### config.mk
export PLATFORM = sky130hd
export DESIGN_NAME = ampt_front
export DESIGN_NICKNAME = d
export VERILOG_FILES = /design/src/rtl/ampt_pkg.sv /design/src/rtl/ampt_front.sv
export SDC_FILE = /design/constraint.sdc
export NUM_CORES = 1
export LEC_CHECK = 0
export ABC_AREA = 1
export BUFFER_PORTS_ARGS = -buffer_cell sky130_fd_sc_hd__buf_2
export CAP_MARGIN = 10
export CORE_ASPECT_RATIO = 0.75
export CORE_MARGIN = 2
export CORE_UTILIZATION = 45
export CTS_CLUSTER_DIAMETER = 40
export CTS_CLUSTER_SIZE = 12
export DETAILED_ROUTE_END_ITERATION = 10
export PLACE_DENSITY_LB_ADDON = 0.1
export RECOVER_POWER = 100
export SETUP_SLACK_MARGIN = 0.02
export SYNTH_ARGS = -nofsm -noshare
export SYNTH_HDL_FRONTEND = slang
export SYNTH_SLANG_ARGS = --single-unit
### constraint.sdc
create_clock -name clock -period 2.7 [get_ports clock]
set_input_delay 0.27 -clock clock [delete_from_list [all_inputs] [get_ports clock]]
set_output_delay 0.27 -clock clock [all_outputs]
set_load 0.05 [all_outputs]
### src/rtl/ampt_pkg.sv
// Shared constants, types and register codes of the time-axis peak projection block.
package ampt_pkg;

   // Plane store geometry.
   localparam int MAX_X = 256;
   localparam int MAX_Y = 256;
   localparam int STORE_DEPTH = MAX_X * MAX_Y;
   localparam int STORE_ADDR_W = $clog2(STORE_DEPTH);

   // Largest usable row and plane sizes.
   localparam logic [8:0] NX_MAX = 9'(MAX_X < 256 ? MAX_X : 256);
   localparam logic [8:0] NY_MAX = 9'(MAX_Y < 256 ? MAX_Y : 256);

   // Queue between the front and the back.
   localparam int QUEUE_DEPTH = 4;
   localparam int QPTR_W = $clog2(QUEUE_DEPTH);
   localparam int QCNT_W = $clog2(QUEUE_DEPTH + 1);

   // Register port.
   localparam int CSR_ADDR_W = 4;
   localparam int CSR_DATA_W = 32;

   typedef enum logic [1:0] {
      CFG_SIZE_X  = 2'd0,
      CFG_SIZE_Y  = 2'd1,
      CFG_SAMPLES = 2'd2,
      CFG_SLICES  = 2'd3
   } cfg_index_type;

   // Register values after reset.
   localparam logic [8:0]  SIZE_X_RESET  = 9'd256;
   localparam logic [8:0]  SIZE_Y_RESET  = 9'd256;
   localparam logic [15:0] SAMPLES_RESET = 16'd1024;
   localparam logic [15:0] SLICES_RESET  = 16'd1;

   // One classified sample, as the front hands it to the back.
   typedef struct packed {
      logic [STORE_ADDR_W-1:0] addr;
      logic [15:0]             mag;
      logic                    first;
      logic                    t_last;
      logic                    last_vol;
      logic [7:0]              x;
      logic [7:0]              y;
      logic [15:0]             z;
   } entry_type;

endpackage

### src/rtl/ampt_front.sv
// Front part: size registers, sample counters and classification of each sample.
module ampt_front (
   input  logic                                clock,
   input  logic                                reset,
   input  logic                                psel,
   input  logic                                penable,
   input  logic                                pwrite,
   input  logic [ampt_pkg::CSR_ADDR_W-1:0]     paddr,
   input  logic [ampt_pkg::CSR_DATA_W-1:0]     pwdata,
   output logic [ampt_pkg::CSR_DATA_W-1:0]     prdata,
   input  logic                                req_valid,
   input  logic [15:0]                         req_sample,
   input  logic                                queue_full,
   output logic                                req_ready,
   output logic                                push,
   output ampt_pkg::entry_type                 push_entry
);
   import ampt_pkg::*;

   logic [8:0]  size_x_ff, size_x_in;
   logic [8:0]  size_y_ff, size_y_in;
   logic [15:0] samples_ff, samples_in;
   logic [15:0] slices_ff, slices_in;
   logic [7:0]  x_ff, x_in;
   logic [7:0]  y_ff, y_in;
   logic [15:0] t_ff, t_in;
   logic [15:0] z_ff, z_in;

   logic [8:0]  nx;
   logic [8:0]  ny;
   logic [15:0] nt;
   logic [15:0] nz;
   logic        x_last;
   logic        y_last;
   logic        t_last;
   logic        z_last;
   logic        csr_write;
   cfg_index_type csr_index;

   assign csr_index = cfg_index_type'(paddr[3:2]);
   assign csr_write = psel && penable && pwrite;

   // Register writes take effect at the access phase of the transfer.
   always_comb begin
      size_x_in  = size_x_ff;
      size_y_in  = size_y_ff;
      samples_in = samples_ff;
      slices_in  = slices_ff;
      if (csr_write) begin
         unique case (csr_index)
            CFG_SIZE_X:  size_x_in  = pwdata[8:0];
            CFG_SIZE_Y:  size_y_in  = pwdata[8:0];
            CFG_SAMPLES: samples_in = pwdata[15:0];
            CFG_SLICES:  slices_in  = pwdata[15:0];
            default:     size_x_in  = size_x_ff;
         endcase
      end
   end

   // Register read-back.
   always_comb begin
      unique case (csr_index)
         CFG_SIZE_X:  prdata = CSR_DATA_W'(size_x_ff);
         CFG_SIZE_Y:  prdata = CSR_DATA_W'(size_y_ff);
         CFG_SAMPLES: prdata = CSR_DATA_W'(samples_ff);
         CFG_SLICES:  prdata = CSR_DATA_W'(slices_ff);
         default:     prdata = '0;
      endcase
   end

   // Sizes in use, clamped to their legal ranges.
   always_comb begin
      nx = (size_x_ff == 9'd0) ? 9'd1 : ((size_x_ff > NX_MAX) ? NX_MAX : size_x_ff);
      ny = (size_y_ff == 9'd0) ? 9'd1 : ((size_y_ff > NY_MAX) ? NY_MAX : size_y_ff);
      nt = (samples_ff == 16'd0) ? 16'd1 : samples_ff;
      nz = (slices_ff == 16'd0) ? 16'd1 : slices_ff;
   end

   // A counter at or past its size counts as being at its last position.
   assign x_last = ({1'b0, x_ff} + 9'd1) >= nx;
   assign y_last = ({1'b0, y_ff} + 9'd1) >= ny;
   assign t_last = ({1'b0, t_ff} + 17'd1) >= {1'b0, nt};
   assign z_last = ({1'b0, z_ff} + 17'd1) >= {1'b0, nz};

   assign req_ready = !queue_full;
   assign push      = req_valid && req_ready;

   // Classify the sample at the head of the input channel.
   always_comb begin
      push_entry.addr     = STORE_ADDR_W'(32'(y_ff) * MAX_X + 32'(x_ff));
      push_entry.mag      = req_sample[15] ? 16'(~req_sample + 16'd1) : req_sample;
      push_entry.first    = (t_ff == 16'd0);
      push_entry.t_last   = t_last;
      push_entry.last_vol = x_last && y_last && z_last;
      push_entry.x        = x_ff;
      push_entry.y        = y_ff;
      push_entry.z        = z_ff;
   end

   // Nested counters: x fastest, then y, then time, then z.
   always_comb begin
      x_in = x_ff;
      y_in = y_ff;
      t_in = t_ff;
      z_in = z_ff;
      if (push) begin
         if (!x_last) begin
            x_in = x_ff + 8'd1;
         end else begin
            x_in = '0;
            if (!y_last) begin
               y_in = y_ff + 8'd1;
            end else begin
               y_in = '0;
               if (!t_last) begin
                  t_in = t_ff + 16'd1;
               end else begin
                  t_in = '0;
                  z_in = z_last ? 16'd0 : z_ff + 16'd1;
               end
            end
         end
      end
   end

   always_ff @(posedge clock) begin
      if (reset) begin
         size_x_ff  <= SIZE_X_RESET;
         size_y_ff  <= SIZE_Y_RESET;
         samples_ff <= SAMPLES_RESET;
         slices_ff  <= SLICES_RESET;
         x_ff       <= '0;
         y_ff       <= '0;
         t_ff       <= '0;
         z_ff       <= '0;
      end else begin
         size_x_ff  <= size_x_in;
         size_y_ff  <= size_y_in;
         samples_ff <= samples_in;
         slices_ff  <= slices_in;
         x_ff       <= x_in;
         y_ff       <= y_in;
         t_ff       <= t_in;
         z_ff       <= z_in;
      end
   end

endmodule

==> results.md, run 1 <==
* Final WL at 21700 um
* CTS root buf: clkbuf_16
* Initial Util at 0.462
* Wirelength per Cell at approximately 14 um
* Worst-margin pin slew at around 1.5 ns
* R2r startpoint: z_ff[0]$_SDFFE_PP0P_
* Mapped Area at approximately 7100 sq um
* Minimum clock period at 3.20 ns
* Required time of the critical path at roughly 2.4 ns
* HPWL after DPL at about 15000 um
* Slew HR at 0.00505
* Hold path start: pwdata[10]
* Via density at 5.01
* Dpl cells at ~1500
* Fin worst setup slack at -0.505 ns
* Final Hold Viols at 0
* Die Width at 149 um
* R2R setup slack at -0.44 ns
* H-Tree Depth at 3
* Final instance area at roughly 10000 sq um
* Arr. time, crit path at between 2 and 3 ns
* Number of global-route vias before repair at around 6700
* DRT iter0 DRCs at around 580
* Avg Cell Area, Syn at about 6.5 sq um
* Total gr overflow at 0
* Worst Hold Endpoint: samples_ff[10]$_SDFFE_PP1P_
* Synth cell types at 44
* CTS Buffer Depth at 2
* Die area at between 15000 and 20000 sq um
* EDFF count, synth at 0
* First drt pass iteration count at 5
* Largest net degree at the start of global routing at 34
* Final period utilization at 1.19
* Layout cells sized above 1 at 0.369
* Cells after Synth at roughly 1100
* Port Buffer Count at between 100 and 150
* Num CTS Buffers at 9
* Setup-failing EPs final at 34
* Number of antenna violations at the first check in global routing at 0
* CP startpoint: z_ff[0]$_SDFFE_PP0P_
* YS warnings at 0
* Hold slack at 0.176 ns
* GRT Util Overall at 0.249
* RD Place Congestion at 0.887
* Via count at ~7500
* Failing checks: max-capacitance violations, negative setup slack
* Skew final at ~0.011 ns
* Core footprint at between 15000 and 20000 sq um
* Final net count at 1406
* Worst Path Class, Setup: reg -> out
* Die extent in y at between 100 and 150 um
* Seq cells post-synth at roughly 100
* VDD IR max at between 0.3 and 0.4 mV
* # DRC at 0
* CTS tree: yes
* Sink Count at 98
* CP endpoint kind: output port
* Global-route wire length before repair at between 30000 and 40000 um
* Commonest non-fill, non-tap cell in the layout: nand2_1
* Site row count at 39
* Most frequent cells in the layout: 198 x nand2_1, 143 x inv_1, 117 x buf_2
* Antenna-violating nets left at 0
* Hold WC Path Type: in -> reg
* CTS clk-pin slew, worst paths at ~0.07 ns
* RR Endpoint: z_ff[7]$_SDFFE_PP0P_
* R2R cell count at 25
* FFs w/ async S/R, synth at 0
* IO Pins at 160
* Sequential area share after synthesis at 0.278
* Synth Flop Type: dfxtp_1
* F_max at around 310 MHz
* Skew-Pair Late Insertion Delay at ~0.36 ns
* # diodes at 0
* Run status: finished with violations
* Layout Utilization at 0.651
* Area delta synth->final at 41.0%
* Setup repair after global routing missed its margin: yes
* Maxcap violations at 1
* Final max-slew violation count at 0
* Hold Path Stages at 3
* Post-Layout Cell Count at 1500
* Crit path max fanout at 3
* Power Density at 345 nW/um^2
* DP Area at approximately 8400 sq um
* Leak at around 4.7 nW
* Startpoint types: flop
-- how the worst max path moves through the flow --
stage | endpoint | slack, ns | depth (start not counted)
2_1_floorplan | push_entry[32] | -0.33 | 22
3_3_place_gp | push_entry[32] | -0.24 | 22
3_5_place_dp | push_entry[32] | -0.32 | 22
4_1_cts | push_entry[32] | -0.48 | 22
5_1_grt | push_entry[32] | -0.67 | 22
6_report | push_entry[32] | -0.50 | 22
-- through the flow --
| stage | TNS, ns | setup slack, ns | power, mW |
|---|---|---|---|
| after global routing | -14.37 | -0.673 | 3.55 |
| after global placement | -2.64 | -0.238 | 2.04 |
| after floorplan | -0.436 | -0.333 | 1.91 |
| after detailed placement | -5.34 | -0.323 | 2.05 |
| final | -8.47 | -0.505 | 3.43 |
| after CTS | -2.27 | -0.484 | 3.38 |
-- sequential cells by signal, summed over array words and instances (netlist names) --
name,count
samples_ff,16
slices_ff,16
t_ff,16
z_ff,16
size_x_ff,9
size_y_ff,9
x_ff,8
y_ff,8
-- cells by family (layout without fill, tap and decap cells) --
group | Yosys count | after routing | share of synthesized area
buf+inv | 225 | 428 | 0.144
compound gates | 164 | 164 | 0.128
xor+xnor | 43 | 43 | 0.0534
simple gates | 490 | 490 | 0.297
fa+ha+maj | 56 | 56 | 0.0993
other cells | 1 | 16 | 0.000532
flops | 98 | 98 | 0.278
-- power breakdown --
group	switching [mW]	internal [mW]	total (mW)	leakage, nW
registers	0.0131	1.46	1.47	0.805
logic	0.460	0.188	0.647	3.78
clock network	0.591	0.718	1.31	0.136
total	1.06	2.36	3.43	4.72
-- final cells by class --
class | instances | area, sq um
fillers | 1386 | 5330
multi-input cells | 769 | 5050
flip-flops and latches | 98 | 2010
repair buffers | 250 | 1720
inverters | 163 | 617
well taps | 205 | 256
clock buffers | 11 | 233
clock inverters | 4 | 55.1
-- synthesized netlist by cell type (all sizes together), types with 2 or more instances --
cell type	count	share of area
xor2	34	0.042
o22ai	11	0.0098
clkinv	2	0.0011
o21ai	59	0.042
a21oi	75	0.054
nand3b	9	0.0096
xnor2	9	0.011
o2111ai	7	0.0087
nand3	22	0.019
nor3	21	0.017
inv	161	0.086
dfxtp	98	0.28
clkbuf	17	0.0090
o211ai	4	0.0043
nor2	153	0.086
ha	56	0.099
nor4	10	0.0089
nand2	257	0.14
nand4	14	0.013
a22oi	3	0.0032
a211oi	2	0.0021
buf	45	0.047
or2	3	0.0030
-- repair_timing --
| action | in CTS | in global routing |
|---|---|---|
| buffers inserted | 9 | 16 |
| hold buffers | 0 | 0 |
| gates resized for setup | 89 | 154 |
| setup endpoints to repair | 34 | 50 |
| gates cloned | 3 | 1 |
| endpoints found under the hold margin | 0 | 0 |
| pin swaps | 40 | 59 |
-- critical path, stage by stage (launching register included) --
cell     delay [ns]
dfxtp_4        0.37
ha_4           0.14
nand2_4        0.06
nor2_4         0.15
nand2_4        0.08
nor2_4         0.11
nand3_2        0.09
xor2_2         0.17
inv_2          0.06
ha_4           0.28
nand2_4        0.06
nor2_4         0.14
inv_2          0.04
nor2_2         0.09
nand2_1        0.06
nand2_1        0.06
nand2_1        0.06
nand2_2        0.07
nand2_2        0.06
nand2_4        0.09
nand2_4        0.05
nor2_4         0.10
buf_8          0.15
-- routing by layer --
layer / track usage / up-vias / share of wire
li1: - / 3802 / -
met1: 0.374 / 3470 / 0.49
met2: 0.368 / 235 / 0.43
met3: 0.0585 / 12 / 0.069
met4: 0.0406 / 0 / 0.0076
met5: 0 / - / 0
Power figures use the tool's default switching activity.
==> run 2, diff against run 1 <==
- ABC_AREA: 1 -> 0
==> run 2 against run 1 <==
Net effect:
- the run ends with max-capacitance violations, max-slew violations, negative setup slack left
- power fell by 1.7%
- first-iteration DRC count fell by 32%
- clock power barely moved
- clock skew fell by 0.0035 ns
- flip-flop and latch count did not move
- combinational power fell by 12%
- non-clock buffer count rose by 56
- count of clock-buffer cells in the layout rose by 1
- cell count fell by 12%
- synthesized cell count fell by 21%
- highest routed layer unchanged
==> results.md, run 2 <==
* Worst Path Class, Setup: reg -> out
* Antenna-violating nets left at 0 (unchanged)
* Number of global-route vias before repair at 6288 (-5.9%)
* Minimum clock period at 3.64 ns (+0.436 ns)
* Site row count at 38 (-2.6%)
* Most frequent cell on the critical path: a31oi_4
* FFs w/ async S/R, synth at 0 (unchanged)
* Die Width at 145 um (-2.4%)
* WP depth at 14 (-36%)
* Seq cells post-synth at 98 (unchanged)
* Failing checks: max-capacitance violations, max-slew violations, negative setup slack
* R2R cell count at 17 (-32%)
* Global-route wire length before repair at 32300 um (-2.6%)
* IO Pins at 160 (unchanged)
* Wirelength per Cell at 15.8 um (+9.3%)
* Mapped Area at 6710 sq um (-4.9%)
* Commonest non-fill, non-tap cell in the layout: buf_4
* Setup-failing EPs final at 35 (+2.9%)
* Setup repair after global routing missed its margin: yes
* Slew HR at -0.00552 (-0.0106)
* Total gr overflow at 0 (unchanged)
* Hold slack at 0.161 ns (-0.0149 ns)
* Sink Count at 98 (unchanged)
* Die extent in y at 110 um (-2.4%)
* Crit path max fanout at 3 (unchanged)
* Final period utilization at 1.35 (+0.162)
* Crit path buf inv count at 4 (+1)
* Initial Util at 0.462 (+0.000683)
* Hold Buf Count CTS at 0 (unchanged)
* Final Hold Viols at 0 (unchanged)
* EDFF count, synth at 0 (unchanged)
* Synth area leader: dfxtp_1
* Hold Path Stages at 3 (unchanged)
* CTS clk-pin slew, worst paths at 0.07 ns (about the same)
* Most frequent cells in the layout: 157 x buf_4, 139 x nand2_1, 72 x dfxtp_1
* Final instance area at 9550 sq um (-3.9%)
* Multi-input logic area at 4770 sq um (-5.5%)
* CTS Buffer Depth at 2 (unchanged)
* # diodes at 0 (unchanged)
* CTS root buf: clkbuf_16
* Sequential area share after synthesis at 0.293 (+0.0144)
* Area delta synth->final at 42.4%
* Final net count at 1227 (-13%)
* Maxcap violations at 1 (unchanged)
* Via density at 5.29 (+5.5%)
* Layout cells sized above 1 at 0.346 (-0.0235)
* Avg Cell Area, Syn at 7.92 sq um (+21%)
* Via count at 6968 (-7.3%)
* F_max at 275 MHz (-12%)
* Num CTS Buffers at 9 (unchanged)
* HPWL after DPL at 15200 um (-1.8%)
* Met3 usage at 0.0506 (-0.00791)
* Register area at 2010 sq um (+0.12%)
* CTS tree: yes
* Power Density at 353 nW/um^2 (+2.3%)
* CP Cell Sequence: inv_1, buf_4, nor3_4, nand3_1, xnor2_2, ha_1, and4_4, a221o_1, a31oi_4, a31oi_4, a2111oi_4, clkbuf_16, nor4_4, buf_6
* CP max stage delay at 0.35 ns (-0.02 ns)
* Arr. time, crit path at 3.37 ns (+0.44 ns)
* Largest net degree at the start of global routing at 61 (+79%)
* Core footprint at 14500 sq um (-5.1%)
* Skew-Pair Late Insertion Delay at 0.36 ns (about the same)
* Die area at 15900 sq um (-4.8%)
* Cells after Synth at 847 (-21%)
* Layer with the highest usage: met2
* YS warnings at 0 (unchanged)
* Top cell type's share of synthesized area at 0.293 (+0.0144)
* H-Tree Depth at 3 (unchanged)
* DRT iter0 DRCs at 391 (-32%)
* Final WL at 20900 um (-4.0%)
* GRT Util Overall at 0.254 (+0.00450)
* Number of antenna violations at the first check in global routing at 0 (unchanged)
* # DRC at 0 (unchanged)
* Met2 Track Usage GR at 0.405 (+0.0369)
* Synth Flop Type: dfxtp_1
* DP Area at 8680 sq um (+2.8%)
* Run status: finished with violations
* Ranking of synthesized cells by area: dfxtp_1 29%, ha_1 10%, nand2_1 8.1%
* Leak at 4.01 nW (-15%)
* Skew final at 0.00728 ns (-0.00349 ns)
* CP endpoint kind: output port
* Startpoint types: flop
* Family with the most delay on the worst path: compound AO/OA/AOI/OAI gates
* Port Buffer Count at 125 (unchanged)
* Fin worst setup slack at -0.941 ns (-0.436 ns)
* Most common cell in the synthesized netlist: nand2_1
* VDD IR max at 0.401 mV (+29%)
* Routing usage on met1 at 0.351 (-0.0232)
* # fillers at 1286 (-7.2%)
* Final max-slew violation count at 23 (+23)
* Required time of the critical path at 2.43 ns (about the same)
* Hold WC Path Type: in -> reg
* Synth cell types at 60 (+36%)
* Slowest cell on the critical path: ha_1
* Most instantiated cells after synthesis: 144 x nand2_1, 98 x dfxtp_1, 89 x a21oi_1
* First drt pass iteration count at 5 (unchanged)
* Worst-margin pin slew at 1.51 ns (+0.0158 ns)
* RD Place Congestion at 0.866 (-2.4%)
==> run 2: path summary, 6_finish.rpt <==
check                  startpoint                         end  slack (ns)
max reg2reg  z_ff[4]$_SDFFE_PP0P_       z_ff[11]$_SDFFE_PP0P_       -0.83
max          z_ff[4]$_SDFFE_PP0P_              push_entry[32]       -0.94
min                     pwdata[9]  samples_ff[9]$_SDFFE_PP0P_        0.16
min reg2reg  y_ff[1]$_SDFFE_PP0P_        y_ff[1]$_SDFFE_PP0P_        0.47
==> run 2: what timing repair did <==
item	4_1_cts	5_1_grt
pin swaps	28	36
gates cloned	1	0
endpoints found under the setup margin	48	49
resized for setup	65	56
buffers inserted	17	10
==> run 2: layout make-up <==
type                    count  area share
repair buffers            306       0.213
clock buffers              12      0.0258
multi-input cells         648       0.500
inverters                  49      0.0195
flip-flops and latches     98       0.211
clock inverters             4     0.00537
well taps                 200      0.0262
==> run 2: metrics by stage <==
stage	setup slack [ns]	instances	TNS [ns]	power (mW)	utilization
floorplan	-0.680	862	-6.52	1.85	-
global placement	-0.503	1282	-9.17	2.00	0.599
detailed placement	-0.606	1282	-10.60	2.00	0.599
CTS	-0.868	1315	-16.09	3.38	0.648
global route	-1.06	1317	-23.83	3.47	0.659
finish	-0.941	1317	-17.54	3.37	0.659
==> run 2: kinds of logic after synthesis <==
logic type / share of synthesized area
compound gates: 0.134
flops: 0.293
simple gates: 0.247
buf+inv: 0.0862
mux: 0.0660
other cells: 0.000559
fa+ha+maj: 0.104
xor+xnor: 0.0692
==> run 2: report_power, final <==
part           internal, mW  total, mW  leakage [nW]  switching [mW]
registers              1.45       1.46         0.806         0.00929
logic                 0.185      0.571          3.06           0.386
clock network         0.746       1.34         0.143           0.591
total                  2.38       3.37          4.01           0.986
==> run 2: layer usage <==
| layer | up-vias | routed length [um] |
|---|---|---|
| li1 | 3444 | - |
| met1 | 3263 | 9900 |
| met2 | 236 | 9340 |
| met3 | 25 | 1310 |
| met4 | 0 | 306 |
| met5 | - | 0 |
==> run 2: tightest hold or removal path: stages <==
cell and delay, ns:
buf_2 0.11, nand2_1 0.05, a21oi_1 0.05
