==> src/rtl/ampt_pkg.sv <==
// Shared constants, types and register codes of the time-axis peak projection block.
package ampt_pkg;

   // Plane store geometry.
   localparam int MAX_X = 256;
   localparam int MAX_Y = 256;
   localparam int STORE_DEPTH = MAX_X * MAX_Y;
   localparam int STORE_ADDR_W = $clog2(STORE_DEPTH);

   // Largest usable row and plane sizes.
   localparam logic [8:0] NX_MAX = 9'(MAX_X < 256 ? MAX_X : 256);
   localparam logic [8:0] NY_MAX = 9'(MAX_Y < 256 ? MAX_Y : 256);

   // Queue between the front and the back.
   localparam int QUEUE_DEPTH = 4;
   localparam int QPTR_W = $clog2(QUEUE_DEPTH);
   localparam int QCNT_W = $clog2(QUEUE_DEPTH + 1);

   // Register port.
   localparam int CSR_ADDR_W = 4;
   localparam int CSR_DATA_W = 32;

   typedef enum logic [1:0] {
      CFG_SIZE_X  = 2'd0,
      CFG_SIZE_Y  = 2'd1,
      CFG_SAMPLES = 2'd2,
      CFG_SLICES  = 2'd3
   } cfg_index_type;

   // Register values after reset.
   localparam logic [8:0]  SIZE_X_RESET  = 9'd256;
   localparam logic [8:0]  SIZE_Y_RESET  = 9'd256;
   localparam logic [15:0] SAMPLES_RESET = 16'd1024;
   localparam logic [15:0] SLICES_RESET  = 16'd1;

   // One classified sample, as the front hands it to the back.
   typedef struct packed {
      logic [STORE_ADDR_W-1:0] addr;
      logic [15:0]             mag;
      logic                    first;
      logic                    t_last;
      logic                    last_vol;
      logic [7:0]              x;
      logic [7:0]              y;
      logic [15:0]             z;
   } entry_type;

endpackage

==> src/rtl/ampt_fifo.sv <==
// Short queue of classified samples between the front and the back.
module ampt_fifo (
   input  logic                clock,
   input  logic                reset,
   input  logic                push,
   input  ampt_pkg::entry_type push_entry,
   output logic                full,
   input  logic                pop,
   output logic                head_valid,
   output ampt_pkg::entry_type head_entry
);
   import ampt_pkg::*;

   entry_type          slots_ff [QUEUE_DEPTH];
   logic [QPTR_W-1:0]  wr_ptr_ff, wr_ptr_in;
   logic [QPTR_W-1:0]  rd_ptr_ff, rd_ptr_in;
   logic [QCNT_W-1:0]  count_ff, count_in;

   assign full       = (count_ff == QCNT_W'(QUEUE_DEPTH));
   assign head_valid = (count_ff != '0);
   assign head_entry = slots_ff[rd_ptr_ff];

   // Pointer and fill count update.
   always_comb begin
      wr_ptr_in = wr_ptr_ff;
      rd_ptr_in = rd_ptr_ff;
      count_in  = count_ff;
      if (push) begin
         wr_ptr_in = (wr_ptr_ff == QPTR_W'(QUEUE_DEPTH - 1)) ? '0 : wr_ptr_ff + 1'b1;
      end
      if (pop) begin
         rd_ptr_in = (rd_ptr_ff == QPTR_W'(QUEUE_DEPTH - 1)) ? '0 : rd_ptr_ff + 1'b1;
      end
      if (push && !pop) begin
         count_in = count_ff + 1'b1;
      end else if (pop && !push) begin
         count_in = count_ff - 1'b1;
      end
   end

   always_ff @(posedge clock) begin
      if (reset) begin
         wr_ptr_ff <= '0;
         rd_ptr_ff <= '0;
         count_ff  <= '0;
      end else begin
         wr_ptr_ff <= wr_ptr_in;
         rd_ptr_ff <= rd_ptr_in;
         count_ff  <= count_in;
      end
   end

   // Slot storage needs no reset.
   always_ff @(posedge clock) begin
      if (push) begin
         slots_ff[wr_ptr_ff] <= push_entry;
      end
   end

endmodule

==> config.mk <==
export PLATFORM = sky130hd
export DESIGN_NAME = ampt_fifo
export DESIGN_NICKNAME = d
export VERILOG_FILES = /design/src/rtl/ampt_pkg.sv /design/src/rtl/ampt_fifo.sv
export SDC_FILE = /design/constraint.sdc
export NUM_CORES = 1
export LEC_CHECK = 0
export ABC_CLOCK_PERIOD_IN_PS = 2450
export BUFFER_PORTS_ARGS = -buffer_cell sky130_fd_sc_hd__buf_2
export CAP_MARGIN = 20
export CORE_MARGIN = 10
export CORE_UTILIZATION = 25
export DETAILED_ROUTE_END_ITERATION = 6
export MAX_ROUTING_LAYER = met4
export PLACE_DENSITY = 0.54
export SETUP_SLACK_MARGIN = 0.1
export SLEW_MARGIN = 20
export SYNTH_ARGS = -nofsm -noshare
export SYNTH_HDL_FRONTEND = slang
export SYNTH_SLANG_ARGS = --single-unit
==> constraint.sdc <==
create_clock -name clock -period 2.45 [get_ports clock]
set_input_delay 0.6125 -clock clock [delete_from_list [all_inputs] [get_ports clock]]
set_output_delay 0.6125 -clock clock [all_outputs]
set_load 0.1 [all_outputs]
==> results of run 1 <==
worst max path at each step:
stage          slack [ps]  depth (start not counted)        endpoint
3_5_place_dp          310                          3   head_entry[3]
3_3_place_gp          340                          3  head_entry[25]
2_1_floorplan         270                          1            full
4_1_cts              -210                          4  head_entry[65]
6_report             -160                          4  head_entry[52]
5_1_grt              -230                          3   head_entry[3]
what timing repair did:
| item | CTS | global route |
|---|---|---|
| gates resized for setup | 138 | 4 |
| hold buffers | 0 | 0 |
| gates cloned | 1 | 0 |
| setup endpoints to repair | 67 | 67 |
| setup buffers | 2 | 0 |
final cells by class:
type	count	share of cell area, %
repair buffers	157	11.0
diodes	3	0.0572
multi-input cells	98	13.5
inverters	4	0.114
clock inverters	14	1.03
flip-flops and latches	277	62.8
clock buffers	42	6.54
well taps	525	5.01
metrics by stage:
| step | std cells | setup WS, ps | area (µm²) | total power, µW |
|---|---|---|---|---|
| 2_1_floorplan | 394 | 273 | 10200 | 7190 |
| 3_3_place_gp | 1058 | 336 | 11600 | 7610 |
| 3_5_place_dp | 1058 | 313 | 11600 | 7630 |
| 4_1_cts | 1117 | -208 | 13100 | 12400 |
| 5_1_grt | 1120 | -234 | 13100 | 12600 |
| 6_report | 1120 | -161 | 13100 | 12200 |
cells in the mapped netlist:
master	number	area share [%]
fa_1	1	0.20
buf_2	4	0.20
inv_1	4	0.15
and2_1	4	0.25
a21oi_1	2	0.099
mux4_2	67	15
edfxtp_1	268	79
ha_1	6	0.74
o21ai_0	1	0.049
nor2_1	7	0.26
buf_12	4	0.79
nor3b_1	2	0.15
buf_4	3	0.22
buf_1	3	0.11
buf_6	1	0.11
xor2_1	2	0.17
dfxtp_1	9	1.8
mux2i_1	4	0.39
or3_1	2	0.12
cell families after synthesis:
group | Yosys count
AOI/OAI and AO/OA | 3
xor gates and xnor gates | 2
adders and majority gates | 7
buffers and inverters | 19
DFF | 277
muxes | 71
and+or+nand+nor | 15
report_power, final:
| part | internal (µW) | switching (µW) | leakage [µW] |
|---|---|---|---|
| Combinational | 633 | 1620 | 0.00135 |
| Clock | 2650 | 1790 | 0.000478 |
| Sequential | 5420 | 56.5 | 0.00254 |
registers in the layout, indices dropped and copies added, names as in the netlist, named ones only:
signal     flops
rd_ptr_ff      2
wr_ptr_ff      2
count_ff       3
slots_ff     268
per-layer routing:
layer,global-route usage (%),up-vias
li1,-,2043
met1,10.2,2374
met2,14.2,112
met3,2.82,40
met4,2.84,0
met5,-,-
==> summary.txt, run 1 <==
Worst setup path
  – Top Family by Delay on Critical Path: multiplexers
  – Arrival time at the worst endpoint: 2000 ps
  – CP Max Fanout: 7
  – Type of origin of the critical path: register
  – CP Capture Type: primary output
  – Reg2Reg Depth: 4
  – Critical setup path kind: reg2out
  – CP max stage delay: 550 ps
  – Reg-to-reg slack, setup: 880 ps
  – Reg-to-Reg Start: wr_ptr_ff[0]$_SDFFE_PP0P_
  – Worst Path Required: between 1500 and 2000 ps
  – CP Cell Sequence: buf_4 > buf_12 > mux4_2 > buf_8
  – CP max-delay cell: mux4_2
  – CP bufs+invs: 3
  – FF-to-FF End: slots_ff[2][23]$_DFFE_PP_

Global routing
  – Vias in the first global route: about 5200
  – Overall Global Routing Usage: under 10%
  – Initial antenna violation count: 4
  – Total grt overflow: 0
  – Pin count of the biggest net entering global routing: 68
  – Global-route wire length before repair: 32400 µm

STA
  – Slew Limit Fails: 0
  – Share of the clock period used by the worst path: 107%
  – Final Hold Vio Count: 0
  – Worst slew margin: 65.2%
  – Final min period: approximately 2600 ps
  – Sum Neg Setup Slack: -7020 ps
  – Fin Clk Skew: 11.3 ps
  – Worst setup margin: -161 ps
  – Fmax: 0.383 GHz
  – Worst slew pin tran: 522 ps
  – Final setup vio count: 67
  – Worst hold slack: 265 ps
  – RSZ-0062 raised after global routing: true

Routing
  – Met1 WL: between 8000 and 9000 µm
  – Drt wl/cell: 19.0 µm
  – DRT Pass-1 Iters: 4
  – WL met2: 10500 µm
  – Top layer reached by signal wires: met4
  – Total routed wirelength: approximately 21000 µm
  – Antenna Violating Nets Remaining: 0
  – Met3 WL: about 1400 µm
  – Initial DRC Count: 236
  – Via density: 4.08
  – # DRC: 0
  – Via count: between 4000 and 5000

Pwr
  – Power Dens Cells: 928 nW/µm²
  – Max VDD drop: ~0.56 mV
  – Static leakage: ~0.0044 µW

Clock tree
  – Clock tree sinks: between 200 and 300
  – # H-tree levels: 1
  – Worst-path clk slew: approximately 60 ps
  – Clock latency on the worst-skew pair: 560 ps
  – CTS Buffer Depth: 3
  – CTS root buffer: clkbuf_16
  – CTS buffer count: 30
  – CTS tree: yes

Layout
  – # fillers: between 3000 and 4000
  – FF+latch area: 8240 µm²
  – Final Util: 32.9%
  – Layout area overhead: 29.3%
  – Most frequent cells in the layout: 268 x edfxtp_1, 72 x buf_2, 67 x mux4_2
  – Layout cells sized above 1: 46.8%
  – Area of the multi-input gates: 1770 µm²
  – Commonest non-fill, non-tap cell in the layout: edfxtp_1
  – Final nets: 646

Synth
  – Yosys warning total: 0
  – Synth Area in Adders: 0.937%
  – Mapped Cells: around 390
  – Compound-gate portion of the synthesized area: less than 1%
  – Mux cell area share after synthesis: 15.3%
  – Synth Register Bits: 277
  – Post-synthesis simple-gate area fraction: less than 1%
  – Main combinational cell family by area after synthesis: multiplexers
  – Post-synthesis cell type count: 19
  – Synthesized area: between 10000 and 15000 µm²
  – Post-Syn Area per Cell: around 26 µm²
  – Seq/Total Area, Yosys: approximately four fifths
  – Post-Synth XOR/XNOR Area: 0.173%
  – Syn Nets: 472

Floorplan
  – Chip height: 221 µm
  – Initial Util: 25.4%
  – IO Pins: 140
  – Die X-Extent: 221 µm
  – Die area: 49000 µm²
  – Core area: roughly 40000 µm²
  – Site row count: 73

Run status
  – Status: finished, violations left
  – Failing checks: setup timing

Flow run
  – # Max-Cap Violations: 0

Worst hold path
  – Hold Path Sink: slots_ff[2][56]$_DFFE_PP_
  – Min-delay worst type: in2reg
  – Hold_sp: push_entry[56]
  – Worst Hold Depth: 1

Placed design
  – Buffers added on ports: between 100 and 150
  – GP Congestion: 0.636
  – HPWL after DPL: 13300 µm
(Power assumes the default switching activity.)
==> run 2: changes to the inputs <==
--- a/config.mk
+++ b/config.mk
@@ -12,7 +12,7 @@
 export CORE_UTILIZATION = 25
 export DETAILED_ROUTE_END_ITERATION = 6
 export MAX_ROUTING_LAYER = met4
-export PLACE_DENSITY = 0.54
+export PLACE_DENSITY = 0.46
 export SETUP_SLACK_MARGIN = 0.1
 export SLEW_MARGIN = 20
 export SYNTH_ARGS = -nofsm -noshare
==> summary.txt, run 2 (synthesis results as in run 1) <==
Global routing
  – Vias in the first global route: 5364 (was 5221)
  – Total grt overflow: 0 (unchanged)
  – Initial antenna violation count: 3 (was 4)
  – Overall Global Routing Usage: 9.18% (was 8.78%)
  – Global-route wire length before repair: 33900 µm (was 32400 µm)
  – Pin count of the biggest net entering global routing: 37 (was 68)

Floorplan
  – Initial Util: 25.4% (unchanged)
  – Site row count: 73 (unchanged)
  – Die X-Extent: 221 µm (unchanged)
  – IO Pins: 140 (unchanged)
  – Die area: 49000 µm² (unchanged)
  – Core area: 39900 µm² (unchanged)
  – Chip height: 221 µm (unchanged)

Clock tree
  – Worst-path clk slew: 60 ps (about the same)
  – CTS root buffer: clkbuf_16 (unchanged)
  – # H-tree levels: 1 (unchanged)
  – CTS Buffer Depth: 3 (unchanged)
  – Clock tree sinks: 277 (unchanged)
  – Clock latency on the worst-skew pair: 560 ps (about the same)
  – CTS tree: yes (unchanged)
  – CTS buffer count: 30 (unchanged)

Worst setup path
  – Worst Path Required: 1840 ps (about the same)
  – Type of origin of the critical path: register (unchanged)
  – CP Capture Type: primary output (unchanged)
  – CP max-delay cell: mux4_2 (unchanged)
  – Most frequent cell on the critical path: buf_12
  – Top Family by Delay on Critical Path: buffers and inverters (was multiplexers)
  – CP Max Fanout: 7 (unchanged)
  – CP Cell Sequence: buf_12 > buf_12 > buf_16 > mux4_2 > buf_12 (was buf_4 > buf_12 > mux4_2 > buf_8)
  – CP bufs+invs: 4 (was 3)
  – CP max stage delay: 550 ps (about the same)
  – Reg-to-Reg Start: wr_ptr_ff[0]$_SDFFE_PP0P_ (unchanged)
  – Arrival time at the worst endpoint: 2110 ps (was 2000 ps)
  – Critical setup path kind: reg2out (unchanged)

Worst hold path
  – Min-delay worst type: in2reg (unchanged)
  – Hold_sp: push_entry[28] (was push_entry[56])

Layout
  – # fillers: 3739 (was 3761)
  – Final Util: 33.7% (was 32.9%)
  – Most frequent cells in the layout: 268 x edfxtp_1, 72 x buf_2, 67 x mux4_2 (unchanged)
  – Layout cells sized above 1: 47.5% (was 46.8%)
  – Commonest non-fill, non-tap cell in the layout: edfxtp_1 (unchanged)
  – Layout area overhead: 32.8% (was 29.3%)
  – Max reg flops: 268 (unchanged)
  – Biggest register: slots_ff (unchanged)
  – Top flop regs: slots_ff: 268 flops, count_ff: 3 flops (unchanged)
  – Final nets: 656 (was 646)

Placed design
  – HPWL after DPL: 13800 µm (was 13300 µm)
  – GP Congestion: 0.670 (was 0.636)
  – Buffers added on ports: 139 (unchanged)

Run status
  – Failing checks: setup timing (unchanged)
  – Status: finished, violations left (unchanged)

Routing
  – Antenna Violating Nets Remaining: 0 (unchanged)
  – Drt wl/cell: 19.9 µm (was 19.0 µm)
  – Initial DRC Count: 127 (was 236)
  – Total routed wirelength: 22400 µm (was 21200 µm)
  – Via count: 4659 (was 4569)
  – DRT Pass-1 Iters: 4 (unchanged)
  – # DRC: 0 (unchanged)
  – Via density: 4.12 (was 4.08)

STA
  – Worst hold slack: 264 ps (was 265 ps)
  – Final Hold Vio Count: 0 (unchanged)
  – Worst slew margin: 58.9% (was 65.2%)
  – Fmax: 0.368 GHz (was 0.383 GHz)
  – Worst setup margin: -268 ps (was -161 ps)
  – RSZ-0062 raised after global routing: true (unchanged)
  – Worst slew pin tran: 617 ps (was 522 ps)
  – Fin Clk Skew: 19.8 ps (was 11.3 ps)
  – Final setup vio count: 67 (unchanged)
  – Final min period: 2720 ps (was 2610 ps)
  – Slew Limit Fails: 0 (unchanged)
  – Share of the clock period used by the worst path: 111% (was 107%)

Pwr
  – Static leakage: 0.00453 µW (was 0.00436 µW)
  – Max VDD drop: 0.556 mV (about the same)
  – Power Dens Cells: 924 nW/µm² (was 928 nW/µm²)

Flow run
  – # Max-Cap Violations: 0 (unchanged)
==> run 2: cell types whose count changed in the layout (fill, tap and decap cells not counted), sizes merged <==
cell | before | now
inv | 7 | 5
bufinv | 2 | 5
buf | 157 | 166
clkinv | 6 | 15
clkbuf | 42 | 35
clkinvlp | 3 | 1
==> run 2: metal layers <==
metal / up-vias / global-route usage (%) / routed length (µm)
li1: 2062 / - / -
met1: 2452 / 10.3 / 9060
met2: 113 / 15.8 / 11700
met3: 32 / 2.41 / 1300
met4: 0 / 2.51 / 385
met5: - / - / 0
==> run 2: through the flow <==
step | total power [µW] | worst slack (ps) | area [µm²] | instances | setup TNS (ps)
2_1_floorplan | 7190 | 273 | 10200 | 394 | 0
3_3_place_gp | 7590 | 248 | 11600 | 1057 | 0
3_5_place_dp | 7630 | 242 | 11600 | 1057 | 0
4_1_cts | 12500 | -333 | 13100 | 1122 | -18310
5_1_grt | 12900 | -344 | 13500 | 1130 | -18240
6_report | 12400 | -268 | 13500 | 1130 | -12590
==> run 2: report_power, final <==
group | internal (µW) | switching [µW]
Clock | 2770 | 1800
Combinational | 743 | 1650
Sequential | 5420 | 57.8
Total | 8940 | 3510
==> run 2: path summary, 6_finish.rpt <==
| check | to | slack, ps | cells after the start |
|---|---|---|---|
| setup / recovery | head_entry[40] | -270 | 5 |
| hold reg to reg | count_ff[2]$_SDFFE_PP0P_ | 530 | 2 |
| hold / removal | slots_ff[0][28]$_DFFE_PP_ | 260 | 1 |
| setup reg to reg | slots_ff[2][23]$_DFFE_PP_ | 790 | 4 |
==> run 2: timing repair <==
action | in CTS | in global routing
setup buffers | 3 | 4
hold buffers | 0 | 0
endpoints found under the setup margin | 67 | 67
pin swaps | 0 | 0
gates cloned | 6 | 1
gates resized for setup | 96 | 106
==> run 2: layout make-up <==
| class | instances | area [µm²] | area share [%] |
|---|---|---|---|
| repair buffers | 167 | 1770 | 13.1 |
| diodes | 3 | 7.51 | 0.0557 |
| clock buffers | 34 | 766 | 5.69 |
| well taps | 525 | 657 | 4.88 |
| flip-flops and latches | 277 | 8240 | 61.1 |
| inverters | 4 | 15.0 | 0.111 |
| multi-input cells | 98 | 1770 | 13.1 |
| clock inverters | 22 | 248 | 1.84 |
==> run 3: changes to the inputs <==
--- a/config.mk
+++ b/config.mk
@@ -9,10 +9,11 @@
 export BUFFER_PORTS_ARGS = -buffer_cell sky130_fd_sc_hd__buf_2
 export CAP_MARGIN = 20
 export CORE_MARGIN = 10
-export CORE_UTILIZATION = 25
+export CORE_UTILIZATION = 45
 export DETAILED_ROUTE_END_ITERATION = 6
 export MAX_ROUTING_LAYER = met4
-export PLACE_DENSITY = 0.46
+export PLACE_DENSITY = 0.7
+export REMOVE_ABC_BUFFERS = 1
 export SETUP_SLACK_MARGIN = 0.1
 export SLEW_MARGIN = 20
 export SYNTH_ARGS = -nofsm -noshare
==> summary.txt, run 3 (synthesis results as in run 1) <==
STA
  – Fmax: 0.383 GHz (was 0.368 GHz)
  – Worst slew pin tran: 494 ps (was 617 ps)
  – Worst setup margin: -163 ps (was -268 ps)
  – Final Hold Vio Count: 0 (unchanged)
  – Worst slew margin: 67.3% (was 58.9%)
  – Share of the clock period used by the worst path: 107% (was 111%)
  – Worst hold slack: 297 ps (was 264 ps)
  – Slew Limit Fails: 0 (unchanged)
  – Final min period: 2610 ps (was 2720 ps)
  – RSZ-0062 raised after global routing: true (unchanged)
  – Fin Clk Skew: 17.5 ps (was 19.8 ps)
  – Final setup vio count: 67 (unchanged)

Worst setup path
  – Reg-to-reg slack, setup: 800 ps (was 790 ps)
  – Worst Path Required: 1840 ps (about the same)
  – CP Capture Type: primary output (unchanged)
  – Critical setup path kind: reg2out (unchanged)
  – FF-to-FF End: slots_ff[2][48]$_DFFE_PP_ (was slots_ff[2][23]$_DFFE_PP_)
  – CP endpoint: head_entry[37] (was head_entry[40])
  – Arrival time at the worst endpoint: 2000 ps (was 2110 ps)
  – Reg-to-Reg Start: wr_ptr_ff[0]$_SDFFE_PP0P_ (unchanged)
  – CP Max Fanout: 5 (was 7)
  – Type of origin of the critical path: register (unchanged)
  – Reg2Reg Depth: 4 (unchanged)

Global routing
  – Total grt overflow: 0 (unchanged)
  – Global-route wire length before repair: 30900 µm (was 33900 µm)
  – Vias in the first global route: 5238 (was 5364)
  – Overall Global Routing Usage: 14.3% (was 9.18%)
  – Pin count of the biggest net entering global routing: 59 (was 37)
  – Initial antenna violation count: 4 (was 3)

Pwr
  – Static leakage: 0.00439 µW (was 0.00453 µW)
  – Power Dens Cells: 906 nW/µm² (was 924 nW/µm²)
  – Max VDD drop: 0.600 mV (was 0.556 mV)

Clock tree
  – Hold Buf Count CTS: 0 (unchanged)
  – Clock tree sinks: 277 (unchanged)
  – Worst-path clk slew: 60 ps (about the same)
  – CTS tree: yes (unchanged)
  – # H-tree levels: 1 (unchanged)
  – Clock latency on the worst-skew pair: 530 ps (was 560 ps)
  – CTS buffer count: 28 (was 30)
  – CTS root buffer: clkbuf_16 (unchanged)
  – CTS Buffer Depth: 3 (unchanged)

Layout
  – Biggest register: slots_ff (unchanged)
  – Most frequent cells in the layout: 268 x edfxtp_1, 72 x buf_2, 67 x mux4_2 (unchanged)
  – Layout cells sized above 1: 46.0% (was 47.5%)
  – Top flop regs: slots_ff: 268 flops, count_ff: 3 flops (unchanged)
  – Finished Layout Cells: 875 (was 1130)
  – Final nets: 650 (was 656)
  – Layout area overhead: 26.8% (was 32.8%)
  – Commonest non-fill, non-tap cell in the layout: edfxtp_1 (unchanged)
  – Max reg flops: 268 (unchanged)

Routing
  – Via density: 5.27 (was 4.12)
  – Drt wl/cell: 23.1 µm (was 19.9 µm)
  – DRT Pass-1 Iters: 4 (unchanged)
  – Initial DRC Count: 281 (was 127)
  – Antenna Violating Nets Remaining: 0 (unchanged)
  – Via count: 4615 (was 4659)
  – Total routed wirelength: 20200 µm (was 22400 µm)
  – # DRC: 0 (unchanged)

Flow run
  – # Max-Cap Violations: 0 (unchanged)

Placed design
  – HPWL after DPL: 12100 µm (was 13800 µm)
  – GP Congestion: 0.698 (was 0.670)
  – Buffers added on ports: 139 (unchanged)
  – Setup WS pre-CTS: 236 ps (was 242 ps)
  – Inst Count DP: 812 (was 1057)

Floorplan
  – IO Pins: 140 (unchanged)
  – Site row count: 54 (was 73)
  – Initial Util: 46.1% (was 25.4%)
  – Chip height: 170 µm (was 221 µm)
  – Die area: 28900 µm² (was 49000 µm²)
  – Core area: 22000 µm² (was 39900 µm²)
  – Die X-Extent: 170 µm (was 221 µm)

Run status
  – Failing checks: setup timing (unchanged)
  – Status: finished, violations left (unchanged)

Worst hold path
  – Min-delay worst type: in2reg (unchanged)
## run 3: how the worst min path moves through the flow
stage	end	startpoint	cells past startpoint
after detailed placement	count_ff[2]$_SDFFE_PP0P_	count_ff[2]$_SDFFE_PP0P_	2
after floorplan	count_ff[2]$_SDFFE_PP0P_	count_ff[2]$_SDFFE_PP0P_	2
final	slots_ff[0][41]$_DFFE_PP_	push_entry[41]	1
after global placement	count_ff[2]$_SDFFE_PP0P_	count_ff[2]$_SDFFE_PP0P_	2
after global routing	slots_ff[0][62]$_DFFE_PP_	push_entry[62]	1
after CTS	slots_ff[0][16]$_DFFE_PP_	push_entry[16]	1
## run 3: worst max-delay path: stages (launching register included)
cell,delay (ps)
dfxtp_4,430
buf_12,150
buf_16,140
mux4_2,550
buf_12,190
## run 3: final cells by class
cell class              instances  area (µm²)
fillers                      1576        9170
flip-flops and latches        277        8240
multi-input cells              98        1770
repair buffers                163        1640
clock buffers                  34         744
well taps                     280         350
clock inverters                15        93.8
inverters                       4        15.0
diodes                          4        10.0
## run 3: timing repair
item	in CTS	in global routing
pin swaps	0	0
resized for setup	151	6
cloned	5	1
setup buffers	4	0
setup endpoints to repair	67	67
## run 3: power breakdown
part           internal [µW]  switching (µW)  leakage (µW)  total, µW
Combinational            692            1620       0.00144       2310
Clock                   2240            1610      0.000414       3850
Sequential              5430            62.3       0.00254       5490
Total                   8360            3290       0.00439      11700
## run 3: through the flow
| step | total power (µW) | TNS (ps) | utilization (%) | area [µm²] |
|---|---|---|---|---|
| global placement | 7550 | 0 | 51.2 | 11300 |
| detailed placement | 7590 | 0 | 51.2 | 11300 |
| floorplan | 7170 | -175580 | - | 10000 |
| finish | 11700 | -8090 | 58.4 | 12900 |
| global route | 12100 | -12590 | 58.4 | 12900 |
| CTS | 11800 | -11040 | 58.1 | 12800 |
## run 3: metal layers
metal  global-route usage, %  up-vias  part of all wire [%]
met5                       -        -                     0
met1                    17.4     2407                    41
met2                    24.0      132                    52
met4                    3.17        0                   1.4
li1                        -     2050                     -
met3                    3.47       26                   5.6
